`src/design/crng_pkg.sv`:
```
// ----------------------------------------------------------------------------
// crng_pkg
// Shared types, codes and constants of the combined LCG random core.
// ----------------------------------------------------------------------------
`default_nettype none

package crng_pkg;

    localparam int VALUE_W  = 31;
    localparam int CMD_W    = 2;
    localparam int CFG_IDX_W = 1;
    localparam int STEP_W   = $clog2(VALUE_W);

    localparam int CMD_QUEUE_DEPTH = 2;

    // first generator: x <- 48271 * x mod (2^31 - 1)
    localparam logic [VALUE_W-1:0] MOD_FIRST  = 31'd2147483647;
    localparam logic [15:0]        MUL_FIRST  = 16'd48271;
    // second generator: y <- 40692 * y mod (2^31 - 249)
    localparam logic [VALUE_W-1:0] MOD_SECOND = 31'd2147483399;
    localparam logic [15:0]        MUL_SECOND = 16'd40692;
    // 2^31 mod MOD_SECOND
    localparam logic [7:0]         FOLD_SECOND = 8'd249;
    localparam logic [VALUE_W-1:0] SPAN       = 31'd2147483646;

    localparam logic [VALUE_W-1:0] SEED_RESET = 31'd123;

    // input command codes
    localparam logic [CMD_W-1:0] CMD_RAW     = 2'd0;
    localparam logic [CMD_W-1:0] CMD_BOUNDED = 2'd1;
    localparam logic [CMD_W-1:0] CMD_RESEED  = 2'd2;

    // register indexes
    localparam logic [CFG_IDX_W-1:0] REG_SEED_FIRST  = 1'b0;
    localparam logic [CFG_IDX_W-1:0] REG_SEED_SECOND = 1'b1;

    typedef enum logic [1:0] {
        OP_RAW,
        OP_BOUNDED,
        OP_RESEED,
        OP_NOP
    } op_t;

    typedef struct packed {
        op_t                op;
        logic [VALUE_W-1:0] k;
    } cmd_item_t;

endpackage

`default_nettype wire

```
`src/design/crng_front.sv`:
```
// ----------------------------------------------------------------------------
// crng_front
// Accepts command items, decodes them and holds them in a short queue.
// ----------------------------------------------------------------------------
`default_nettype none

module crng_front
    import crng_pkg::*;
#(
    parameter int QUEUE_DEPTH = CMD_QUEUE_DEPTH
)(
    input  wire logic               clk,
    input  wire logic               rst_n,
    input  wire logic               push,
    output logic                    full,
    input  wire logic [CMD_W-1:0]   cmd,
    input  wire logic [VALUE_W-1:0] bound,
    output logic                    q_valid,
    output cmd_item_t               q_head,
    input  wire logic               q_take
);

    localparam int PTR_W = (QUEUE_DEPTH > 1) ? $clog2(QUEUE_DEPTH) : 1;
    localparam int CNT_W = $clog2(QUEUE_DEPTH + 1);

    cmd_item_t              entry_reg [QUEUE_DEPTH];
    logic [PTR_W-1:0]       wr_ptr_reg, wr_ptr_next;
    logic [PTR_W-1:0]       rd_ptr_reg, rd_ptr_next;
    logic [CNT_W-1:0]       count_reg, count_next;
    cmd_item_t              item_in;
    logic                   do_push;
    logic                   do_pop;

    // decode and clamp the bound to 1..SPAN
    always_comb
    begin
        case (cmd)
            CMD_RAW:     item_in.op = OP_RAW;
            CMD_BOUNDED: item_in.op = OP_BOUNDED;
            CMD_RESEED:  item_in.op = OP_RESEED;
            default:     item_in.op = OP_NOP;
        endcase
        if (bound == '0)
            item_in.k = VALUE_W'(1);
        else if (bound > SPAN)
            item_in.k = SPAN;
        else
            item_in.k = bound;
    end

    assign full    = (count_reg == CNT_W'(QUEUE_DEPTH));
    assign q_valid = (count_reg != '0);
    assign q_head  = entry_reg[rd_ptr_reg];
    assign do_push = push && !full;
    assign do_pop  = q_take && q_valid;

    always_comb
    begin
        wr_ptr_next = wr_ptr_reg;
        rd_ptr_next = rd_ptr_reg;
        count_next  = count_reg;
        if (do_push)
            wr_ptr_next = (wr_ptr_reg == PTR_W'(QUEUE_DEPTH - 1)) ? '0 : wr_ptr_reg + 1'b1;
        if (do_pop)
            rd_ptr_next = (rd_ptr_reg == PTR_W'(QUEUE_DEPTH - 1)) ? '0 : rd_ptr_reg + 1'b1;
        if (do_push && !do_pop)
            count_next = count_reg + 1'b1;
        else if (do_pop && !do_push)
            count_next = count_reg - 1'b1;
    end

    always_ff @(posedge clk or negedge rst_n)
    begin
        if (!rst_n)
        begin
            wr_ptr_reg <= '0;
            rd_ptr_reg <= '0;
            count_reg  <= '0;
        end
        else
        begin
            wr_ptr_reg <= wr_ptr_next;
            rd_ptr_reg <= rd_ptr_next;
            count_reg  <= count_next;
        end
    end

    always_ff @(posedge clk)
    begin
        if (do_push)
            entry_reg[wr_ptr_reg] <= item_in;
    end

endmodule

`default_nettype wire

```
`src/design/crng_div.sv`:
```
// ----------------------------------------------------------------------------
// crng_div
// Restoring radix-2 remainder unit, one dividend bit per cycle.
// ----------------------------------------------------------------------------
`default_nettype none

module crng_div
    import crng_pkg::*;
(
    input  wire logic               clk,
    input  wire logic               rst_n,
    input  wire logic               start,
    input  wire logic [VALUE_W-1:0] dividend,
    input  wire logic [VALUE_W-1:0] divisor,
    output logic                    busy,
    output logic [VALUE_W-1:0]      rem
);

    logic                busy_reg;
    logic [STEP_W-1:0]   cnt_reg;
    logic [VALUE_W-1:0]  dvd_reg;
    logic [VALUE_W-1:0]  dsr_reg;
    logic [VALUE_W-1:0]  rem_reg, rem_next;
    logic [VALUE_W:0]    trial;
    logic [VALUE_W:0]    diff;

    assign trial = {rem_reg, dvd_reg[VALUE_W-1]};
    assign diff  = trial - {1'b0, dsr_reg};
    // trial < 2*divisor, so the result always fits back into VALUE_W bits
    assign rem_next = (trial >= {1'b0, dsr_reg}) ? diff[VALUE_W-1:0] : trial[VALUE_W-1:0];

    assign busy = busy_reg;
    assign rem  = rem_reg;

    always_ff @(posedge clk or negedge rst_n)
    begin
        if (!rst_n)
        begin
            busy_reg <= 1'b0;
            cnt_reg  <= '0;
        end
        else if (start)
        begin
            busy_reg <= 1'b1;
            cnt_reg  <= STEP_W'(VALUE_W - 1);
        end
        else if (busy_reg)
        begin
            cnt_reg <= cnt_reg - 1'b1;
            if (cnt_reg == '0)
                busy_reg <= 1'b0;
        end
    end

    always_ff @(posedge clk)
    begin
        if (start)
        begin
            dvd_reg <= dividend;
            dsr_reg <= divisor;
            rem_reg <= '0;
        end
        else if (busy_reg)
        begin
            dvd_reg <= {dvd_reg[VALUE_W-2:0], 1'b0};
            rem_reg <= rem_next;
        end
    end

endmodule

`default_nettype wire

```
`src/design/crng_back.sv`:
```
// ----------------------------------------------------------------------------
// crng_back
// Executes queued commands: steps or reseeds both generators, runs the
// rejection test and reduction mod k, and holds each result until popped.
// ----------------------------------------------------------------------------
`default_nettype none

module crng_back
    import crng_pkg::*;
(
    input  wire logic                 clk,
    input  wire logic                 rst_n,
    input  wire logic                 q_valid,
    input  cmd_item_t                 q_head,
    output logic                      q_take,
    input  wire logic                 cfg_wr_en,
    input  wire logic [CFG_IDX_W-1:0] cfg_index,
    input  wire logic [VALUE_W-1:0]   cfg_wdata,
    output logic                      empty,
    input  wire logic                 pop,
    output logic [VALUE_W-1:0]        value
);

    typedef enum logic [4:0] {
        ST_IDLE = 5'b00001,
        ST_MUL  = 5'b00010,
        ST_RED  = 5'b00100,
        ST_COMB = 5'b01000,
        ST_DIV  = 5'b10000
    } state_t;

    state_t               state_reg, state_next;
    logic [VALUE_W-1:0]   seed_first_reg, seed_second_reg;
    logic [VALUE_W-1:0]   gen_first_reg, gen_second_reg;
    logic                 out_valid_reg;
    logic [VALUE_W-1:0]   value_reg;
    op_t                  op_reg;
    logic [VALUE_W-1:0]   k_reg;
    logic [VALUE_W-1:0]   z_reg;
    logic [46:0]          prod_first_reg, prod_second_reg;

    logic [VALUE_W:0]     red_first_sum, red_second_sum;
    logic [23:0]          fold_second;
    logic [VALUE_W-1:0]   red_first, red_second;
    logic [VALUE_W-1:0]   san_first, san_second;
    logic [VALUE_W:0]     z_diff;
    logic [VALUE_W-1:0]   z_comb;
    logic [VALUE_W-1:0]   limit;
    logic                 span_start, z_start;
    logic                 span_busy, z_busy;
    logic [VALUE_W-1:0]   span_rem, z_rem;
    logic                 start_item;
    logic                 div_done;
    logic                 draw_ok;

    // mod 2^31-1: fold the high part back onto the low part
    assign red_first_sum = {1'b0, prod_first_reg[30:0]} + (VALUE_W + 1)'(prod_first_reg[46:31]);
    assign red_first = (red_first_sum >= {1'b0, MOD_FIRST}) ?
                       VALUE_W'(red_first_sum - {1'b0, MOD_FIRST}) : red_first_sum[VALUE_W-1:0];

    // mod 2^31-249: high part weighs 249
    assign fold_second    = prod_second_reg[46:31] * FOLD_SECOND;
    assign red_second_sum = {1'b0, prod_second_reg[30:0]} + (VALUE_W + 1)'(fold_second);
    assign red_second = (red_second_sum >= {1'b0, MOD_SECOND}) ?
                        VALUE_W'(red_second_sum - {1'b0, MOD_SECOND}) :
                        red_second_sum[VALUE_W-1:0];

    // seeds reduced into range, zero replaced by one
    always_comb
    begin
        san_first  = (seed_first_reg == MOD_FIRST) ? '0 : seed_first_reg;
        san_second = (seed_second_reg >= MOD_SECOND) ? seed_second_reg - MOD_SECOND
                                                     : seed_second_reg;
        if (san_first == '0)
            san_first = VALUE_W'(1);
        if (san_second == '0)
            san_second = VALUE_W'(1);
    end

    assign z_diff = {1'b0, gen_first_reg} - {1'b0, gen_second_reg};
    assign z_comb = (gen_first_reg <= gen_second_reg) ? VALUE_W'(z_diff + {1'b0, SPAN})
                                                      : z_diff[VALUE_W-1:0];

    assign limit    = SPAN - span_rem;
    assign div_done = !span_busy && !z_busy;
    assign draw_ok  = (z_reg <= limit);

    assign start_item = (state_reg == ST_IDLE) && q_valid && !out_valid_reg;
    assign q_take     = start_item;
    assign span_start = start_item && (q_head.op == OP_BOUNDED);
    assign z_start    = (state_reg == ST_COMB) && (op_reg == OP_BOUNDED);

    assign empty = !out_valid_reg;
    assign value = value_reg;

    crng_div u_span_div (
        .clk      (clk),
        .rst_n    (rst_n),
        .start    (span_start),
        .dividend (SPAN),
        .divisor  (q_head.k),
        .busy     (span_busy),
        .rem      (span_rem)
    );

    // z is captured as it is formed, in the same cycle it lands in z_reg
    crng_div u_z_div (
        .clk      (clk),
        .rst_n    (rst_n),
        .start    (z_start),
        .dividend (z_comb),
        .divisor  (k_reg),
        .busy     (z_busy),
        .rem      (z_rem)
    );

    always_comb
    begin
        state_next = state_reg;
        case (state_reg)
            ST_IDLE:
            begin
                if (start_item && (q_head.op == OP_RAW || q_head.op == OP_BOUNDED))
                    state_next = ST_MUL;
            end
            ST_MUL:  state_next = ST_RED;
            ST_RED:  state_next = ST_COMB;
            ST_COMB: state_next = (op_reg == OP_BOUNDED) ? ST_DIV : ST_IDLE;
            ST_DIV:
            begin
                if (div_done)
                    state_next = draw_ok ? ST_IDLE : ST_MUL;
            end
            default: state_next = ST_IDLE;
        endcase
    end

    always_ff @(posedge clk or negedge rst_n)
    begin
        if (!rst_n)
        begin
            state_reg       <= ST_IDLE;
            seed_first_reg  <= SEED_RESET;
            seed_second_reg <= SEED_RESET;
            gen_first_reg   <= SEED_RESET;
            gen_second_reg  <= SEED_RESET;
            out_valid_reg   <= 1'b0;
        end
        else
        begin
            state_reg <= state_next;

            if (cfg_wr_en)
            begin
                if (cfg_index == REG_SEED_FIRST)
                    seed_first_reg <= cfg_wdata;
                else if (cfg_index == REG_SEED_SECOND)
                    seed_second_reg <= cfg_wdata;
            end

            if (start_item && q_head.op == OP_RESEED)
            begin
                gen_first_reg  <= san_first;
                gen_second_reg <= san_second;
            end
            else if (state_reg == ST_RED)
            begin
                gen_first_reg  <= red_first;
                gen_second_reg <= red_second;
            end

            if (start_item && (q_head.op == OP_RESEED || q_head.op == OP_NOP))
                out_valid_reg <= 1'b1;
            else if (state_reg == ST_COMB && op_reg == OP_RAW)
                out_valid_reg <= 1'b1;
            else if (state_reg == ST_DIV && div_done && draw_ok)
                out_valid_reg <= 1'b1;
            else if (pop)
                out_valid_reg <= 1'b0;
        end
    end

    always_ff @(posedge clk)
    begin
        if (start_item)
        begin
            op_reg <= q_head.op;
            k_reg  <= q_head.k;
            if (q_head.op == OP_RESEED || q_head.op == OP_NOP)
                value_reg <= '0;
        end
        if (state_reg == ST_MUL)
        begin
            prod_first_reg  <= gen_first_reg * MUL_FIRST;
            prod_second_reg <= gen_second_reg * MUL_SECOND;
        end
        if (state_reg == ST_COMB)
        begin
            z_reg <= z_comb;
            if (op_reg == OP_RAW)
                value_reg <= z_comb;
        end
        if (state_reg == ST_DIV && div_done && draw_ok)
            value_reg <= z_rem;
    end

    // generators never leave their nonzero ranges
    assert property (@(posedge clk) disable iff (!rst_n)
        gen_first_reg != '0 && gen_first_reg < MOD_FIRST &&
        gen_second_reg != '0 && gen_second_reg < MOD_SECOND)
        else $error("generator state out of range");

    // no new work starts while a result is still pending
    assert property (@(posedge clk) disable iff (!rst_n)
        out_valid_reg |-> !q_take)
        else $error("item started while result pending");

    // a bounded result is always below its bound k
    assert property (@(posedge clk) disable iff (!rst_n)
        $rose(out_valid_reg) && op_reg == OP_BOUNDED |-> value_reg < k_reg)
        else $error("bounded result not below k");

    // reseed and unused commands return zero
    assert property (@(posedge clk) disable iff (!rst_n)
        $rose(out_valid_reg) && (op_reg == OP_RESEED || op_reg == OP_NOP)
        |-> value_reg == '0)
        else $error("reseed or unused command returned nonzero");

    // a finished division always leaves the back end in a draw or idle state
    assert property (@(posedge clk) disable iff (!rst_n)
        state_reg == ST_DIV && div_done |=> state_reg == ST_IDLE || state_reg == ST_MUL)
        else $error("bad exit from division wait");

endmodule

`default_nettype wire

```
`src/design/combined_lcg_uniform_random_core.sv`:
```
// ----------------------------------------------------------------------------
// combined_lcg_uniform_random_core
// Combined two-generator Lehmer random source with raw, bounded and reseed
// commands.
// ----------------------------------------------------------------------------
//  channel   | handshake              | payload
//  ----------+------------------------+-----------------------------------
//  command   | push / full            | cmd[1:0], bound[30:0]
//  result    | empty / pop            | value[30:0]
//  config    | cfg_wr_en (no wait)    | cfg_index[0:0], cfg_wdata[30:0]
//
//  Raw draw: the back end steps through multiply, reduce and combine states.
//  Bounded draw: each try also waits for the 31-step remainder unit, and a
//  rejected try returns to multiply. Reseed and unused commands need no draw.
//  The back end runs one item at a time; the command queue keeps accepting
//  while a result waits to be popped. No clearing pass after reset.
//  Reset sets both seeds and both generators to 123.
// ----------------------------------------------------------------------------
`default_nettype none

module combined_lcg_uniform_random_core
    import crng_pkg::*;
#(
    parameter int QUEUE_DEPTH = CMD_QUEUE_DEPTH
)(
    input  wire logic                 clk,
    input  wire logic                 rst_n,
    input  wire logic                 push,
    output logic                      full,
    input  wire logic [CMD_W-1:0]     cmd,
    input  wire logic [VALUE_W-1:0]   bound,
    output logic                      empty,
    input  wire logic                 pop,
    output logic [VALUE_W-1:0]        value,
    input  wire logic                 cfg_wr_en,
    input  wire logic [CFG_IDX_W-1:0] cfg_index,
    input  wire logic [VALUE_W-1:0]   cfg_wdata
);

    logic      q_valid;
    logic      q_take;
    cmd_item_t q_head;

    crng_front #(
        .QUEUE_DEPTH (QUEUE_DEPTH)
    ) u_front (
        .clk     (clk),
        .rst_n   (rst_n),
        .push    (push),
        .full    (full),
        .cmd     (cmd),
        .bound   (bound),
        .q_valid (q_valid),
        .q_head  (q_head),
        .q_take  (q_take)
    );

    crng_back u_back (
        .clk       (clk),
        .rst_n     (rst_n),
        .q_valid   (q_valid),
        .q_head    (q_head),
        .q_take    (q_take),
        .cfg_wr_en (cfg_wr_en),
        .cfg_index (cfg_index),
        .cfg_wdata (cfg_wdata),
        .empty     (empty),
        .pop       (pop),
        .value     (value)
    );

endmodule

`default_nettype wire

```
`config.mk`:
```
export PLATFORM = sky130hd
export DESIGN_NAME = combined_lcg_uniform_random_core
export DESIGN_NICKNAME = d
export VERILOG_FILES = /design/src/design/crng_pkg.sv /design/src/design/crng_front.sv /design/src/design/crng_div.sv /design/src/design/crng_back.sv /design/src/design/combined_lcg_uniform_random_core.sv
export SDC_FILE = /design/constraint.sdc
export NUM_CORES = 2
export LEC_CHECK = 0
export BUFFER_PORTS_ARGS = -buffer_cell sky130_fd_sc_hd__buf_2
export CAP_MARGIN = 10
export CORE_ASPECT_RATIO = 0.8
export CORE_MARGIN = 1
export CORE_UTILIZATION = 40
export DETAILED_ROUTE_END_ITERATION = 7
export GPL_TIMING_DRIVEN = 0
export SLEW_MARGIN = 20
export SYNTH_ARGS = -nofsm -noshare
export SYNTH_HDL_FRONTEND = slang
export SYNTH_SLANG_ARGS = --single-unit
```
`constraint.sdc`:
```
create_clock -name clk -period 8 [get_ports clk]
set_input_delay 0.8 -clock clk [delete_from_list [all_inputs] [get_ports clk]]
set_output_delay 0.8 -clock clk [all_outputs]
set_load 0.02 [all_outputs]
```
==> flow_summary.toml <==
[timing]
maxSlewViolCount = 0
setup_tns_ns = 0
period_share_pct = 95.7
relSlewSlack_pct = 20.4
tightest_slew_ns = 1.19
setup_viol = 0
fin_skew_ns = 0.0434
post-route-min-period_ns = 7.66
rsz0062_at_grt = "no"
max_freq_mhz = 131
hold_viol = 0

[worst_setup_path]
path_class = "reg -> reg"
cp_cell_sequence = "inv_1 -> fa_1 -> fa_1 -> inv_1 -> fa_1 -> fa_1 -> fa_1 -> fa_1 -> ha_1 -> clkbuf_1 -> and4_1 -> a41oi_1 -> o21ai_0 -> o41ai_2 -> o21ai_2 -> o31ai_4 -> o21ai_1 -> a221o_1 -> a21oi_1 -> xnor2_1"
crit_buf_inv = 3
crit_arrival_ns = 8.09
crit_family = "adder cells"
cpMostUsedCell = "fa_1"
start_kind = "flip-flop"
crit_path_max_fanout = 8
required_ns = 8.43
crit_slowest_cell = "dfrtp_1"
endpoint_kind = "flip-flop"
cp_slowest_stage_delay_ns = 0.71

[clock_tree]
numCtsBuffers = 69
cts_tree = "yes"
cts_setup_buffers = 0
cts_root_buf = "clkbuf_16"
clock_sinks = 584
h-tree-depth = 3
cts_buffer_depth = 3
clock_latency_ns = 0.69
cts.clk_slew.worst_paths_ns = 0.07

[route]
via_per_inst = 5.50
drc = 0
routedWlPerCell_um = 21.8
drt-total-wl_mm = 156
dr.pass1.iters = 5
drtIter0Drc = 3533
num_vias = 39417
ant_nets = 0

[grt]
antenna_found_initial = 12
grt_pass1_vias = 38435
grt_max_degree = 78
grt_usage_pct = 23.4
grt-ovfl-total = 0
grt_first_pass_wirelength_mm = 237

[logic_synthesis]
synth.top_cell.area_share_pct = 18.0
synthMuxAreaShare_pct = 3.74
ys_types = 101
ys_ff_latch = 584
ys_top_cells_by_area = "edfxtp_1 18%, fa_1 18%, ha_1 14%, inv_1 5.8%, dfrtp_1 5.8%"
syn_area_mm2 = 0.0526
synth_ff_type = "edfxtp_1"
synth_top_family_by_area = "adder cells"
synthSimpleGateAreaFrac_pct = 9.84
ys_async_sr_fraction_pct = 25.0
synthAdderAreaFrac_pct = 31.5
synth.most_common_cell = "inv_1"
synth_common_cells = "816 x inv_1, 581 x ha_1, 464 x fa_1, 329 x nand2_1, 315 x edfxtp_1"
ys_warn_count = 0
synth-xor-area-share_pct = 5.06
synthesis.nets = 6290
synth_seq_area_share_pct = 29.7
avgSynthCellArea_um2 = 10.2
synth-edff-count = 315
syn_inst = 5175
yosysTopAreaCell = "edfxtp_1"
synth_compound_area_share_pct = 13.1

[layout]
seqCellArea_mm2 = 0.0156
nets = 6480
largest_reg_flops = 66
fill_cells = 12409
multi_input_area_mm2 = 0.0333
area_growth_pct = 10.3
drive_gt1_share_pct = 8.45

[floorplan]
start_util_pct = 40.5
core_mm2 = 0.130
fp.dieW_um = 407
io_pins = 103
rows = 118
die_height_um = 326
dieArea_mm2 = 0.133

[outcome]
status = "finished clean"

[place]
port_buffers = 100
place_hpwl_mm = 128
place_congestion = 0.908

[min_path]
hold_class = "in -> async"

[run]
drv_cap = 0
per-layer routing:
layer  vias up  global-route usage, %  wire length (um)
met3       183                   4.86             13500
met2      1304                   34.1             65700
met5         -                      0                26
met4         4                   6.00              3600
met1     19633                   35.1             73400
li1      18293                      -                 -
cell usage in the layout, fill, tap and decap left out, types with 60 or more instances in the layout:
master / Yosys / layout
a21oi_1: 264 / 264
a21o_1: 112 / 112
dfrtp_1: 121 / 120
xor2_1: 91 / 91
clkbuf_1: 135 / 142
dfxtp_1: 123 / 123
a211oi_1: 78 / 78
nand2_1: 329 / 329
nor2_1: 231 / 230
inv_1: 816 / 813
xnor2_1: 209 / 209
edfxtp_1: 315 / 315
nor3_1: 62 / 60
nand4_1: 80 / 80
nand3_1: 93 / 93
clkbuf_16: 0 / 72
fa_1: 464 / 464
buf_2: 18 / 117
ha_1: 581 / 581
mux2i_1: 85 / 85
o21ai_0: 171 / 171
mux2_2: 99 / 99
timing repair:
item                                    in CTS  in global routing
endpoints found under the setup margin       1                  3
resized for setup                            1                  5
pin swaps                                    0                  1
hold buffers                                 0                  0
cloned                                       0                  0
endpoints found under the hold margin        0                  0
worst register-to-register path: stages (launching register included):
cell	delay, ns
dfrtp_1	0.71
inv_1	0.31
fa_1	0.66
fa_1	0.58
inv_1	0.06
fa_1	0.50
fa_1	0.52
fa_1	0.52
fa_1	0.52
ha_1	0.30
clkbuf_1	0.19
and4_1	0.25
a41oi_1	0.20
o21ai_0	0.20
o41ai_2	0.44
o21ai_2	0.21
o31ai_4	0.31
o21ai_1	0.17
a221o_1	0.35
a21oi_1	0.18
xnor2_1	0.26
kinds of logic (layout without fill, tap and decap cells):
logic type | Yosys count | after routing
and+or+nand+nor | 1057 | 1057
DFF | 584 | 584
muxes | 184 | 184
AOI/OAI and AO/OA | 1023 | 1023
adders and majority gates | 1045 | 1045
other | 0 | 2
buffers and inverters | 980 | 1226
xor gates and xnor gates | 302 | 302
worst paths after layout:
kind / from / end / slack (ns) / cells after the start
setup / recovery: u_back.gen_first_reg[9]$_DFFE_PN0P_ / u_back.prod_first_reg[46]$_DFFE_PP_ / 0.34 / 20
hold / removal: rst_n / u_back.gen_first_reg[28]$_DFFE_PN0P_ / 0.08 / 1
setup reg to reg: u_back.gen_first_reg[9]$_DFFE_PN0P_ / u_back.prod_first_reg[46]$_DFFE_PP_ / 0.34 / 20
hold reg to reg: u_back.k_reg[4]$_DFFE_PP_ / u_back.u_z_div.dsr_reg[4]$_DFFE_PP_ / 0.41 / 0
max in group asynchronous: rst_n / u_back.gen_second_reg[1]$_DFFE_PN1P_ / 6.97 / 2
min in group clk: cmd[0] / u_front.entry_reg[0][31]$_DFFE_PP_ / 0.34 / 1
layout make-up:
cell class	instances	area share, %
plain buffers	163	1.11
clock inverters	41	0.891
diodes	2	0.00863
clock buffers	86	3.28
multi-input cells	3611	57.4
repair buffers	119	1.33
inverters	817	5.29
flip-flops and latches	584	26.9
well taps	1740	3.75
stage by stage:
| step | hold slack [ns] | area (um^2) | utilization, % | setup WS (ns) | cells |
|---|---|---|---|---|---|
| after floorplan | 0.400 | 52600 | - | 0.537 | 5175 |
| after global placement | 0.406 | 55300 | 42.5 | -3.93 | 7015 |
| after detailed placement | 0.408 | 55500 | 42.8 | -0.0956 | 7034 |
| after CTS | 0.0831 | 58000 | 44.6 | 0.0626 | 7161 |
| after global routing | 0.104 | 58000 | 44.6 | 0.00101 | 7161 |
| final | 0.0774 | 58000 | 44.6 | 0.342 | 7163 |
Power is not shown: default switching activity piles up to over one toggle a cycle in this logic, so the estimate is an artifact.
